## src/rtl/tgarle_pkg.sv

```systemverilog
// Shared types and constants for the TGA run-length pixel decoder.
package tgarle_pkg;

  localparam int unsigned CfgIdxW  = 2;
  localparam int unsigned CfgDataW = 32;

  localparam logic [CfgIdxW-1:0] CfgRleMode    = 2'd0;
  localparam logic [CfgIdxW-1:0] CfgFourByte   = 2'd1;
  localparam logic [CfgIdxW-1:0] CfgPixelCount = 2'd2;

  localparam logic [7:0] AlphaOpaque = 8'd255;
  localparam logic [6:0] CountMask   = 7'd127;

  typedef struct packed {
    logic [7:0] red;
    logic [7:0] green;
    logic [7:0] blue;
    logic [7:0] alpha;
    logic [7:0] run_length;
    logic       image_done;
  } pix_t;

endpackage

```

## src/rtl/tgarle_parser.sv

```systemverilog
// Byte parser: config registers, packet/pixel state, run computation.
module tgarle_parser import tgarle_pkg::*; (
  input  logic                clk_i,
  input  logic                rst_ni,
  input  logic                cfg_we_i,
  input  logic [CfgIdxW-1:0]  cfg_index_i,
  input  logic [CfgDataW-1:0] cfg_data_i,
  input  logic                byte_we_i,
  input  logic [7:0]          body_byte_i,
  output logic                res_valid_o,
  output pix_t                res_o
);

  logic        rle_mode_q, rle_mode_d;
  logic        four_byte_q, four_byte_d;
  logic [31:0] pixel_count_q, pixel_count_d;

  logic        expect_hdr_q, expect_hdr_d;
  logic        is_repeat_q, is_repeat_d;
  logic [7:0]  pkt_left_q, pkt_left_d;
  logic [1:0]  byte_pos_q, byte_pos_d;
  logic [7:0]  bytes_q [4];
  logic [7:0]  bytes_d [4];
  logic [31:0] pixels_left_q, pixels_left_d;

  logic        restart;
  logic [1:0]  last_pos;
  logic [7:0]  run_raw;
  logic [7:0]  run_clamped;
  logic [7:0]  pkt_next;
  logic        run_exceeds;
  logic [31:0] left_after;

  assign last_pos = four_byte_q ? 2'd3 : 2'd2;

  always_comb begin
    rle_mode_d    = rle_mode_q;
    four_byte_d   = four_byte_q;
    pixel_count_d = pixel_count_q;
    restart       = 1'b0;
    if (cfg_we_i) begin
      unique case (cfg_index_i)
        CfgRleMode: begin
          rle_mode_d = cfg_data_i[0];
          restart    = 1'b1;
        end
        CfgFourByte: begin
          four_byte_d = cfg_data_i[0];
          restart     = 1'b1;
        end
        CfgPixelCount: begin
          pixel_count_d = cfg_data_i;
          restart       = 1'b1;
        end
        default: restart = 1'b0;
      endcase
    end
  end

  always_comb begin
    // run for a completed pixel, before clamping
    pkt_next = pkt_left_q;
    run_raw  = 8'd1;
    if (rle_mode_q) begin
      if (is_repeat_q) begin
        run_raw  = (pkt_left_q == 8'd0) ? 8'd1 : pkt_left_q;
        pkt_next = 8'd0;
      end else if (pkt_left_q != 8'd0) begin
        pkt_next = pkt_left_q - 8'd1;
      end
    end
    run_exceeds = (pixels_left_q[31:8] == 24'd0) && (pixels_left_q[7:0] < run_raw);
    run_clamped = run_exceeds ? pixels_left_q[7:0] : run_raw;
    left_after  = pixels_left_q - {24'd0, run_clamped};
  end

  always_comb begin
    expect_hdr_d  = expect_hdr_q;
    is_repeat_d   = is_repeat_q;
    pkt_left_d    = pkt_left_q;
    byte_pos_d    = byte_pos_q;
    bytes_d       = bytes_q;
    pixels_left_d = pixels_left_q;
    res_valid_o   = 1'b0;

    if (restart) begin
      expect_hdr_d  = 1'b1;
      is_repeat_d   = 1'b0;
      pkt_left_d    = 8'd0;
      byte_pos_d    = 2'd0;
      bytes_d[0]    = 8'd0;
      bytes_d[1]    = 8'd0;
      bytes_d[2]    = 8'd0;
      bytes_d[3]    = AlphaOpaque;
      pixels_left_d = pixel_count_d;
    end else if (byte_we_i && (pixels_left_q != 32'd0)) begin
      if (rle_mode_q && expect_hdr_q) begin
        is_repeat_d  = body_byte_i[7];
        pkt_left_d   = {1'b0, body_byte_i[6:0] & CountMask} + 8'd1;
        expect_hdr_d = 1'b0;
      end else begin
        bytes_d[byte_pos_q] = body_byte_i;
        if (byte_pos_q < last_pos) begin
          byte_pos_d = byte_pos_q + 2'd1;
        end else begin
          byte_pos_d    = 2'd0;
          res_valid_o   = 1'b1;
          pkt_left_d    = pkt_next;
          if (rle_mode_q && (pkt_next == 8'd0)) expect_hdr_d = 1'b1;
          pixels_left_d = left_after;
        end
      end
    end
  end

  assign res_o.red        = bytes_d[2];
  assign res_o.green      = bytes_d[1];
  assign res_o.blue       = bytes_d[0];
  assign res_o.alpha      = bytes_d[3];
  assign res_o.run_length = run_clamped;
  assign res_o.image_done = (left_after == 32'd0);

  always_ff @(posedge clk_i or negedge rst_ni) begin
    if (!rst_ni) begin
      rle_mode_q    <= 1'b0;
      four_byte_q   <= 1'b0;
      pixel_count_q <= 32'd0;
      expect_hdr_q  <= 1'b1;
      is_repeat_q   <= 1'b0;
      pkt_left_q    <= 8'd0;
      byte_pos_q    <= 2'd0;
      bytes_q[0]    <= 8'd0;
      bytes_q[1]    <= 8'd0;
      bytes_q[2]    <= 8'd0;
      bytes_q[3]    <= AlphaOpaque;
      pixels_left_q <= 32'd0;
    end else begin
      rle_mode_q    <= rle_mode_d;
      four_byte_q   <= four_byte_d;
      pixel_count_q <= pixel_count_d;
      expect_hdr_q  <= expect_hdr_d;
      is_repeat_q   <= is_repeat_d;
      pkt_left_q    <= pkt_left_d;
      byte_pos_q    <= byte_pos_d;
      bytes_q       <= bytes_d;
      pixels_left_q <= pixels_left_d;
    end
  end

endmodule

```

## src/rtl/tgarle_out_buf.sv

```systemverilog
// Two-entry result buffer between the parser and the output channel.
module tgarle_out_buf import tgarle_pkg::*; (
  input  logic clk_i,
  input  logic rst_ni,
  input  logic push_i,
  input  pix_t push_data_i,
  output logic full_o,
  output logic valid_o,
  input  logic ready_i,
  output pix_t data_o
);

  pix_t       slot_q [2];
  logic       rd_ptr_q, rd_ptr_d;
  logic       wr_ptr_q, wr_ptr_d;
  logic [1:0] cnt_q, cnt_d;
  logic       pop;

  assign valid_o = (cnt_q != 2'd0);
  assign full_o  = cnt_q[1];
  assign pop     = valid_o && ready_i;
  assign data_o  = slot_q[rd_ptr_q];

  always_comb begin
    rd_ptr_d = rd_ptr_q ^ pop;
    wr_ptr_d = wr_ptr_q ^ push_i;
    cnt_d    = cnt_q + {1'b0, push_i} - {1'b0, pop};
  end

  always_ff @(posedge clk_i) begin
    if (push_i) slot_q[wr_ptr_q] <= push_data_i;
  end

  always_ff @(posedge clk_i or negedge rst_ni) begin
    if (!rst_ni) begin
      rd_ptr_q <= 1'b0;
      wr_ptr_q <= 1'b0;
      cnt_q    <= 2'd0;
    end else begin
      rd_ptr_q <= rd_ptr_d;
      wr_ptr_q <= wr_ptr_d;
      cnt_q    <= cnt_d;
    end
  end

endmodule

```

## src/rtl/tga_rle_pixel_decoder.sv

```systemverilog
// Top level: TGA image-body decoder producing RGBA pixel runs.
// A pixel's result is registered in the buffer on its last byte, behind waiting ones.
// Throughput: one byte per cycle; the parser updates all state in one pass per byte.
// Output side holds two results, so input stalls only while both are waiting.
// Reset (rst_ni low, async): config clears to zero, decoder waits for a packet header,
// pixels remaining is zero, so bytes are dropped until pixel_count is written.
module tga_rle_pixel_decoder import tgarle_pkg::*; (
  input  logic                clk_i,
  input  logic                rst_ni,
  // config write channel
  input  logic                cfg_valid_i,
  output logic                cfg_ready_o,
  input  logic [CfgIdxW-1:0]  cfg_index_i,
  input  logic [CfgDataW-1:0] cfg_data_i,
  // body byte channel
  input  logic                in_valid_i,
  output logic                in_ready_o,
  input  logic [7:0]          body_byte_i,
  // pixel run channel
  output logic                out_valid_o,
  input  logic                out_ready_i,
  output logic [7:0]          red_o,
  output logic [7:0]          green_o,
  output logic [7:0]          blue_o,
  output logic [7:0]          alpha_o,
  output logic [7:0]          run_length_o,
  output logic                image_done_o
);

  logic byte_we;
  logic buf_full;
  logic res_valid;
  pix_t res;
  pix_t head;

  // Config writes are always accepted; any valid index restarts the image.
  assign cfg_ready_o = 1'b1;

  // A byte transfer may happen whenever the buffer has a free slot,
  // even while an earlier run still waits on the output.
  assign in_ready_o = !buf_full;
  assign byte_we    = in_valid_i && in_ready_o;

  tgarle_parser u_parser (
    .clk_i       (clk_i),
    .rst_ni      (rst_ni),
    .cfg_we_i    (cfg_valid_i),
    .cfg_index_i (cfg_index_i),
    .cfg_data_i  (cfg_data_i),
    .byte_we_i   (byte_we),
    .body_byte_i (body_byte_i),
    .res_valid_o (res_valid),
    .res_o       (res)
  );

  tgarle_out_buf u_out_buf (
    .clk_i       (clk_i),
    .rst_ni      (rst_ni),
    .push_i      (res_valid),
    .push_data_i (res),
    .full_o      (buf_full),
    .valid_o     (out_valid_o),
    .ready_i     (out_ready_i),
    .data_o      (head)
  );

  assign red_o        = head.red;
  assign green_o      = head.green;
  assign blue_o       = head.blue;
  assign alpha_o      = head.alpha;
  assign run_length_o = head.run_length;
  assign image_done_o = head.image_done;

endmodule
```

## config.mk

```make
export PLATFORM = sky130hd
export DESIGN_NAME = tga_rle_pixel_decoder
export DESIGN_NICKNAME = d
export VERILOG_FILES = /design/src/rtl/tgarle_pkg.sv /design/src/rtl/tgarle_parser.sv /design/src/rtl/tgarle_out_buf.sv /design/src/rtl/tga_rle_pixel_decoder.sv
export SDC_FILE = /design/constraint.sdc
export NUM_CORES = 1
export LEC_CHECK = 0
export BUFFER_PORTS_ARGS = -buffer_cell sky130_fd_sc_hd__buf_2
export CAP_MARGIN = 20
export CORE_ASPECT_RATIO = 1.2
export CORE_MARGIN = 4
export CORE_UTILIZATION = 37
export CTS_BUF_LIST = sky130_fd_sc_hd__clkbuf_4 sky130_fd_sc_hd__clkbuf_8 sky130_fd_sc_hd__clkbuf_16
export DETAILED_ROUTE_END_ITERATION = 10
export GPL_TIMING_DRIVEN = 0
export PLACE_DENSITY = 0.6
export SLEW_MARGIN = 20
export SYNTH_ARGS = -nofsm -noshare
export SYNTH_HDL_FRONTEND = slang
export SYNTH_HIERARCHICAL = 1
export SYNTH_SLANG_ARGS = --single-unit
```

## constraint.sdc

```tcl
create_clock -name clk_i -period 4.8 [get_ports clk_i]
set_clock_uncertainty 0.2 [all_clocks]
set_input_delay 0.48 -clock clk_i [delete_from_list [all_inputs] [get_ports clk_i]]
set_output_delay 0.48 -clock clk_i [all_outputs]
set_load 0.01 [all_outputs]
```

==> summary.txt, run 1 <==
Synth
  – Async SR Flop Fraction: 0.582
  – Ys flop type: dfrtp_1
  – Commonest cells in the netlist: dfrtp_1, nand2_1, edfxtp_1, nand3_1, a21oi_1
  – Top cells by area, synth: dfrtp_1, edfxtp_1, mux2_4
  – Cell taking the most area after synthesis: dfrtp_1
  – Register bit count reported by yosys: 196
  – Post-synthesis sequential area ratio: 0.539
  – Syn nets: just over 900
  – Mapped Area: around 9900 sq um
  – Top-count cell post-synth: dfrtp_1
  – Number of synthesized flops with an enable pin: 82
  – Post-Synthesis Cells: 853
  – Netlist cell types: 71
  – Post-synth top area share: 0.266
  – Yosys warning count: 6
  – Avg Cell Area, Syn: 11.6 sq um

Global route
  – Initial antenna violation count: 0
  – First-pass GRT wire length: 38300 um
  – All-Layer GR Usage: 0.163
  – Largest net degree at the start of global routing: 61
  – Number of global-route vias before repair: 7203
  – Gr ovfl total: 0

Setup path
  – Largest delay share family, worst path: simple AND/OR/NAND/NOR gates
  – Crit path cell chain: or4_4 > or3_4 > ha_4 > a21o_1 > a21o_1 > a21o_1 > a21oi_2 > o21ai_4 > buf_6 > mux2i_2 > ha_1 > buf_6 > nand4_1 > buf_4 > a211oi_4 > or2_4 > buf_6 > o21a_1 > o32a_1 > a211o_1 > nor4b_4
  – Setup crit end kind: flop
  – R2R depth: 21
  – Worst Path Buf+Inv: 4
  – WP depth: 21
  – Critical Path Fanout Max: 7
  – Setup CP Type: flop to flop
  – Critical Path Max Stage Delay: 0.54 ns
  – CP arrival: 5.25 ns
  – Startpoint Class: flop
  – Worst path slowest cell: or4_4
  – Req. time, crit path: 4.83 ns

Floorplanning
  – Core Area: roughly 26000 sq um
  – Ports: 91
  – Initial Utilization: 0.376
  – Die width: approximately 160 um
  – Die Area: 29400 sq um
  – # rows: 65
  – Die Ht: about 190 um

Route
  – First-pass iteration count of the detailed router: 5
  – Vias: 7136
  – Total routed wirelength: 24000 um
  – Residual DRC count: 0
  – Via density: approximately 5.3
  – Routed WL per cell: between 15 and 20 um
  – Post-route ant nets: 0
  – Initial DRC Count: 363

Clock network
  – Clk root buf: clkbuf_16
  – H-Tree Depth: 4
  – CTS Buf Count: 17
  – Clock Tree Buf Depth: 2
  – Worst-path clk slew: 0.08 ns
  – Worst skew pair latency: between 0.4 and 0.5 ns
  – Clock sinks: 196
  – CTS tree: built

Run status
  – Failing checks: negative setup slack
  – Status: finished with violations

Cells and area
  – Post-Route Utilization: 0.469
  – Fraction of layout cells with a size suffix above 1: 0.352
  – # diodes: 0
  – Fin nets: 1065
  – Area delta synth->final: 24.7%
  – Fill cells: about 2400

Timing
  – Worst Hold Slack: roughly 0.090 ns
  – Achievable clock frequency: about 190 MHz
  – Fin. Hold Viols: 0
  – Endpoints failing setup: 20
  – Slew Limit Fails: 0
  – RSZ-0062 raised after global routing: yes
  – Setup TNS: -3.62 ns
  – Final min period: 5.22 ns
  – Setup ws final: -0.420 ns
  – Measured slew at the worst slew-check pin: 0.699 ns
  – Max-slew headroom: 0.534
  – Period utilisation layout: 1.09

Power
  – LEAKAGE: about 5.0 nW
  – Cell area power density: 456 nW/um^2
  – Worst vdd ir: 268 uV

Placed design
  – Hpwl dp: around 17000 um
  – RePlAce Congestion: 0.872
  – Pre-CTS setup slack: -1.03 ns
  – Port Buffer Count: 86

Worst hold path
  – Hold Crit Depth: 2
  – Hold Path Class: input port to flop

Flow run
  – Max Cap Viol: 0
## flip-flops by register name, summed over array words and instances, names as in the netlist
| name | count |
|---|---|
| u_out_buf/rd_ptr_q | 1 |
| u_parser/is_repeat_q | 1 |
| u_parser/rle_mode_q | 1 |
| u_parser/four_byte_q | 1 |
| u_parser/byte_pos_q | 2 |
| u_parser/expect_hdr_q | 1 |
| u_parser/bytes_q | 32 |
| u_parser/pkt_left_q | 8 |
| u_out_buf/wr_ptr_q | 1 |
| u_parser/pixels_left_q | 32 |
| u_out_buf/cnt_q | 2 |
| u_out_buf/slot_q | 82 |
| u_parser/pixel_count_q | 32 |
## worst register-to-register path: stages (launching register included)
cell      delay (ns)
dfrtp_2         0.41
or4_4           0.54
or3_4           0.39
ha_4            0.18
a21o_1          0.16
a21o_1          0.16
a21o_1          0.16
a21oi_2         0.17
o21ai_4         0.07
buf_6           0.16
mux2i_2         0.21
ha_1            0.27
buf_6           0.14
nand4_1         0.20
buf_4           0.17
a211oi_4        0.05
or2_4           0.30
buf_6           0.12
o21a_1          0.15
o32a_1          0.17
a211o_1         0.27
nor4b_4         0.37
## kinds of logic after synthesis
family	Yosys count	synth area share
adders and majority gates	27	0.0350
DFF	196	0.539
other	1	0.000380
muxes	94	0.121
xor gates and xnor gates	40	0.0355
and+or+nand+nor	270	0.135
buffers and inverters	75	0.0392
AOI/OAI and AO/OA	150	0.0948
## stage by stage
stage | cell area, sq um | total power, mW | instances
floorplan | 10000 | 3.37 | 853
global placement | 10900 | 3.81 | 1274
detailed placement | 10900 | 3.83 | 1277
CTS | 12100 | 5.54 | 1336
global route | 12300 | 5.91 | 1339
finish | 12300 | 5.61 | 1339
## routing by layer
layer  vias up  part of all wire  track usage
met5         -                 0            0
met4         0             0.028       0.0639
met1      3514              0.41        0.205
li1       3353                 -            -
met3        48             0.042       0.0231
met2       221              0.52        0.283
## layout by cell type, fill, tap and decap left out, types with 9 or more instances in the layout
cell type / synthesis / layout
clkbuf_1: 22 / 20
buf_2: 10 / 90
o21ai_1: 6 / 18
dfstp_2: 9 / 9
buf_4: 1 / 23
a21oi_1: 52 / 46
inv_1: 26 / 24
nor4_1: 16 / 11
nor2_1: 40 / 31
mux2_4: 39 / 40
ha_1: 26 / 16
nand2_1: 87 / 83
buf_6: 3 / 16
xnor2_1: 19 / 14
nand3_1: 54 / 50
clkbuf_16: 0 / 17
o21ai_0: 40 / 24
nor3_1: 20 / 17
mux2_2: 44 / 43
xor2_1: 21 / 21
dfrtp_1: 105 / 101
edfxtp_1: 82 / 82
## timing repair
item | CTS | global route
pin swaps | 25 | 31
endpoints found under the hold margin | 54 | 0
hold buffers | 1 | 0
resized for setup | 76 | 43
gates cloned | 0 | 0
buffers inserted | 26 | 6
endpoints found under the setup margin | 28 | 29
## power breakdown
group / total, mW / internal (mW) / leakage [nW] / switching, mW
sequential: 2.11 / 1.94 / 2.18 / 0.167
combinational: 1.94 / 0.915 / 2.46 / 1.03
clock: 1.56 / 0.754 / 0.322 / 0.802
## path summary, 6_finish.rpt
kind,startpoint,to,slack (ns)
worst max register to register,u_parser/pkt_left_q[4],u_out_buf/slot_q[1][0],-0.42
worst min-delay path,cfg_data_i[5],u_parser/pixel_count_q[5],0.09
max in group asynchronous,rst_ni,u_parser/bytes_q[5],3.30
worst min register to register,u_parser/pixel_count_q[1],u_parser/pixel_count_q[1],0.30
min in group asynchronous,rst_ni,u_parser/pixels_left_q[22],0.36
worst max-delay path,u_parser/pkt_left_q[4],u_out_buf/slot_q[1][0],-0.42
## area by class of cell
cell class | count | area [sq um] | share of cell area
sequential | 196 | 5330 | 0.433
multi-input combinational | 582 | 4700 | 0.382
timing repair buffer | 122 | 796 | 0.0646
clock buffer | 17 | 425 | 0.0346
tap | 335 | 419 | 0.0341
buffer | 45 | 292 | 0.0237
clock inverter | 15 | 246 | 0.0200
inverter | 27 | 103 | 0.00833
Power figures use the tool's default switching activity.
==> run 2, diff against run 1 <==
--- a/config.mk
+++ b/config.mk
@@ -10,10 +10,10 @@
 export CORE_ASPECT_RATIO = 1.2
 export CORE_MARGIN = 4
 export CORE_UTILIZATION = 37
-export CTS_BUF_LIST = sky130_fd_sc_hd__clkbuf_4 sky130_fd_sc_hd__clkbuf_8 sky130_fd_sc_hd__clkbuf_16
+export CTS_BUF_LIST = sky130_fd_sc_hd__clkbuf_8
 export DETAILED_ROUTE_END_ITERATION = 10
-export GPL_TIMING_DRIVEN = 0
-export PLACE_DENSITY = 0.6
+export GPL_TIMING_DRIVEN = 1
+export PLACE_DENSITY = 0.58
 export SLEW_MARGIN = 20
 export SYNTH_ARGS = -nofsm -noshare
 export SYNTH_HDL_FRONTEND = slang
==> constraint.sdc (replaced) <==
create_clock -name clk_i -period 5.4 [get_ports clk_i]
set_clock_uncertainty 0.2 [all_clocks]
set_input_delay 0.54 -clock clk_i [delete_from_list [all_inputs] [get_ports clk_i]]
set_output_delay 0.54 -clock clk_i [all_outputs]
set_load 0.01 [all_outputs]
==> summary.txt, run 2 (same netlist as run 1, synthesis figures left out) <==
Floorplanning
  – Ports: 91
  – Initial Utilization: 0.376
  – Die width: 157 um
  – # rows: 65
  – Die Ht: 187 um
  – Core Area: 26300 sq um
  – Die Area: 29400 sq um

Timing
  – Slew Limit Fails: 0
  – Period utilisation layout: 0.959
  – Setup TNS: 0 ns
  – Worst Hold Slack: -0.0164 ns
  – Measured slew at the worst slew-check pin: 0.963 ns
  – RSZ-0062 raised after global routing: no
  – Max-slew headroom: 0.358
  – Fin. Hold Viols: 6
  – Final min period: 5.18 ns
  – Endpoints failing setup: 0
  – Achievable clock frequency: around 190 MHz

Cells and area
  – Area delta synth->final: 13.1%
  – Fraction of layout cells with a size suffix above 1: 0.289
  – Commonest non-fill, non-tap cell in the layout: dfrtp_1
  – # diodes: 0
  – Post-Layout Inst Area: approximately 11000 sq um
  – Top reg by flops: u_out_buf/slot_q
  – Largest register FFs: 82
  – Non-Filler Instances: 1289
  – Fin nets: 1015
  – Most frequent cells in the layout: dfrtp_1, buf_2, nand2_1
  – Post-Route Utilization: 0.425

Global route
  – Largest net degree at the start of global routing: 93
  – Initial antenna violation count: 2
  – Number of global-route vias before repair: 6714
  – First-pass GRT wire length: 36600 um
  – All-Layer GR Usage: 0.156
  – Gr ovfl total: 0

Route
  – Post-route ant nets: 0
  – Total routed wirelength: 22500 um
  – Routed WL per cell: ~17 um
  – First-pass iteration count of the detailed router: 6
  – Initial DRC Count: 452
  – Residual DRC count: 0
  – Via density: 5.19
  – Vias: 6694

Clock network
  – CTS Buf Count: 17
  – H-Tree Depth: 4
  – Hold bufs inserted after CTS: 0
  – Clk root buf: clkbuf_8
  – Worst skew pair latency: 0.48 ns
  – Clock Tree Buf Depth: 2
  – Clock sinks: roughly 200
  – Worst-path clk slew: 0.12 ns
  – CTS tree: built

Power
  – Worst vdd ir: around 180 uV
  – Tot Pwr: 4.25 mW
  – LEAKAGE: 4.57 nW
  – Cell area power density: 381 nW/um^2

Run status
  – Failing checks: negative hold slack
  – Status: finished with violations

Setup path
  – CP arrival: between 5 and 6 ns
  – Req. time, crit path: 5.50 ns
  – Setup CP Type: flop to flop
  – Worst setup startpoint: u_parser/pkt_left_q[6]
  – Critical Path Fanout Max: 4
  – Reg-to-Reg Start: u_parser/pkt_left_q[6]
  – Startpoint Class: flop
  – Setup crit end kind: flop

Placed design
  – Port Buffer Count: between 80 and 90
  – RePlAce Congestion: 0.875
  – Placed Cells: between 1000 and 1500
  – Area post-placement: between 10000 and 15000 sq um
  – Hpwl dp: 15700 um

Flow run
  – Max Cap Viol: 0

Worst hold path
  – Hold Path Class: input port to asynchronous set/reset pin
==> run 2: worst max-delay path: stages, from the launching register on <==
cell and delay (ns):
dfrtp_1 0.43, or4_4 0.55, or3_4 0.38, nand3_1 0.14, ha_1 0.24, a21o_1 0.15
a21o_1 0.17, a21oi_1 0.14, o21ai_1 0.09, mux2_2 0.33, ha_1 0.21, fa_1 0.41
nand2b_4 0.17, a211oi_2 0.32, buf_4 0.18, nor2_1 0.05, o21ai_0 0.17, a211oi_1 0.10
a211o_1 0.28, nor4b_4 0.29
==> run 2: cell type report <==
| class | instances | area, sq um |
|---|---|---|
| multi-input cells | 582 | 4280 |
| well taps | 335 | 419 |
| repair buffers | 117 | 658 |
| clock buffers | 17 | 234 |
| fillers | 2515 | 15100 |
| clock inverters | 15 | 146 |
| inverters | 27 | 101 |
| flip-flops and latches | 196 | 5330 |
==> run 2: path summary, 6_finish.rpt <==
| check | slack [ns] | depth (start not counted) | end |
|---|---|---|---|
| hold reg to reg | 0.27 | 1 | u_out_buf/rd_ptr_q |
| hold / removal | -0.02 | 1 | u_parser/pixel_count_q[27] |
| setup / recovery | 0.22 | 19 | u_out_buf/slot_q[1][0] |
| min in group clk_i | 0.10 | 2 | u_parser/pixel_count_q[24] |
| max in group asynchronous | 3.84 | 2 | u_parser/pkt_left_q[4] |
| setup reg to reg | 0.22 | 19 | u_out_buf/slot_q[1][0] |
==> run 2: metrics by stage <==
stage	hold slack (ns)	setup slack [ns]
floorplan	0.0444	0.131
global placement	0.250	0.0852
detailed placement	0.254	-0.0269
CTS	0.00157	0.0603
global route	0.0501	0.00504
finish	-0.0164	0.220
==> run 2: per-layer routing <==
metal	up-vias	routed length, um	part of all wire	GRT usage
met4	4	455	0.020	0.0506
met5	-	20	0.00089	0
met2	154	11600	0.52	0.273
met3	37	965	0.043	0.0331
met1	3245	9480	0.42	0.192
li1	3254	-	-	-
==> run 2: timing repair <==
action                     in CTS  in global routing
gates resized for setup         2                 23
pin swaps                       0                  7
buffers inserted                0                  4
setup endpoints to repair       2                 20
==> run 2: power by group <==
part           total [mW]  switching, mW  internal [mW]  leakage, nW
clock network       0.918          0.576          0.341        0.189
registers            1.88          0.154           1.72         2.18
logic                1.46          0.790          0.667         2.20
total                4.25           1.52           2.73         4.57
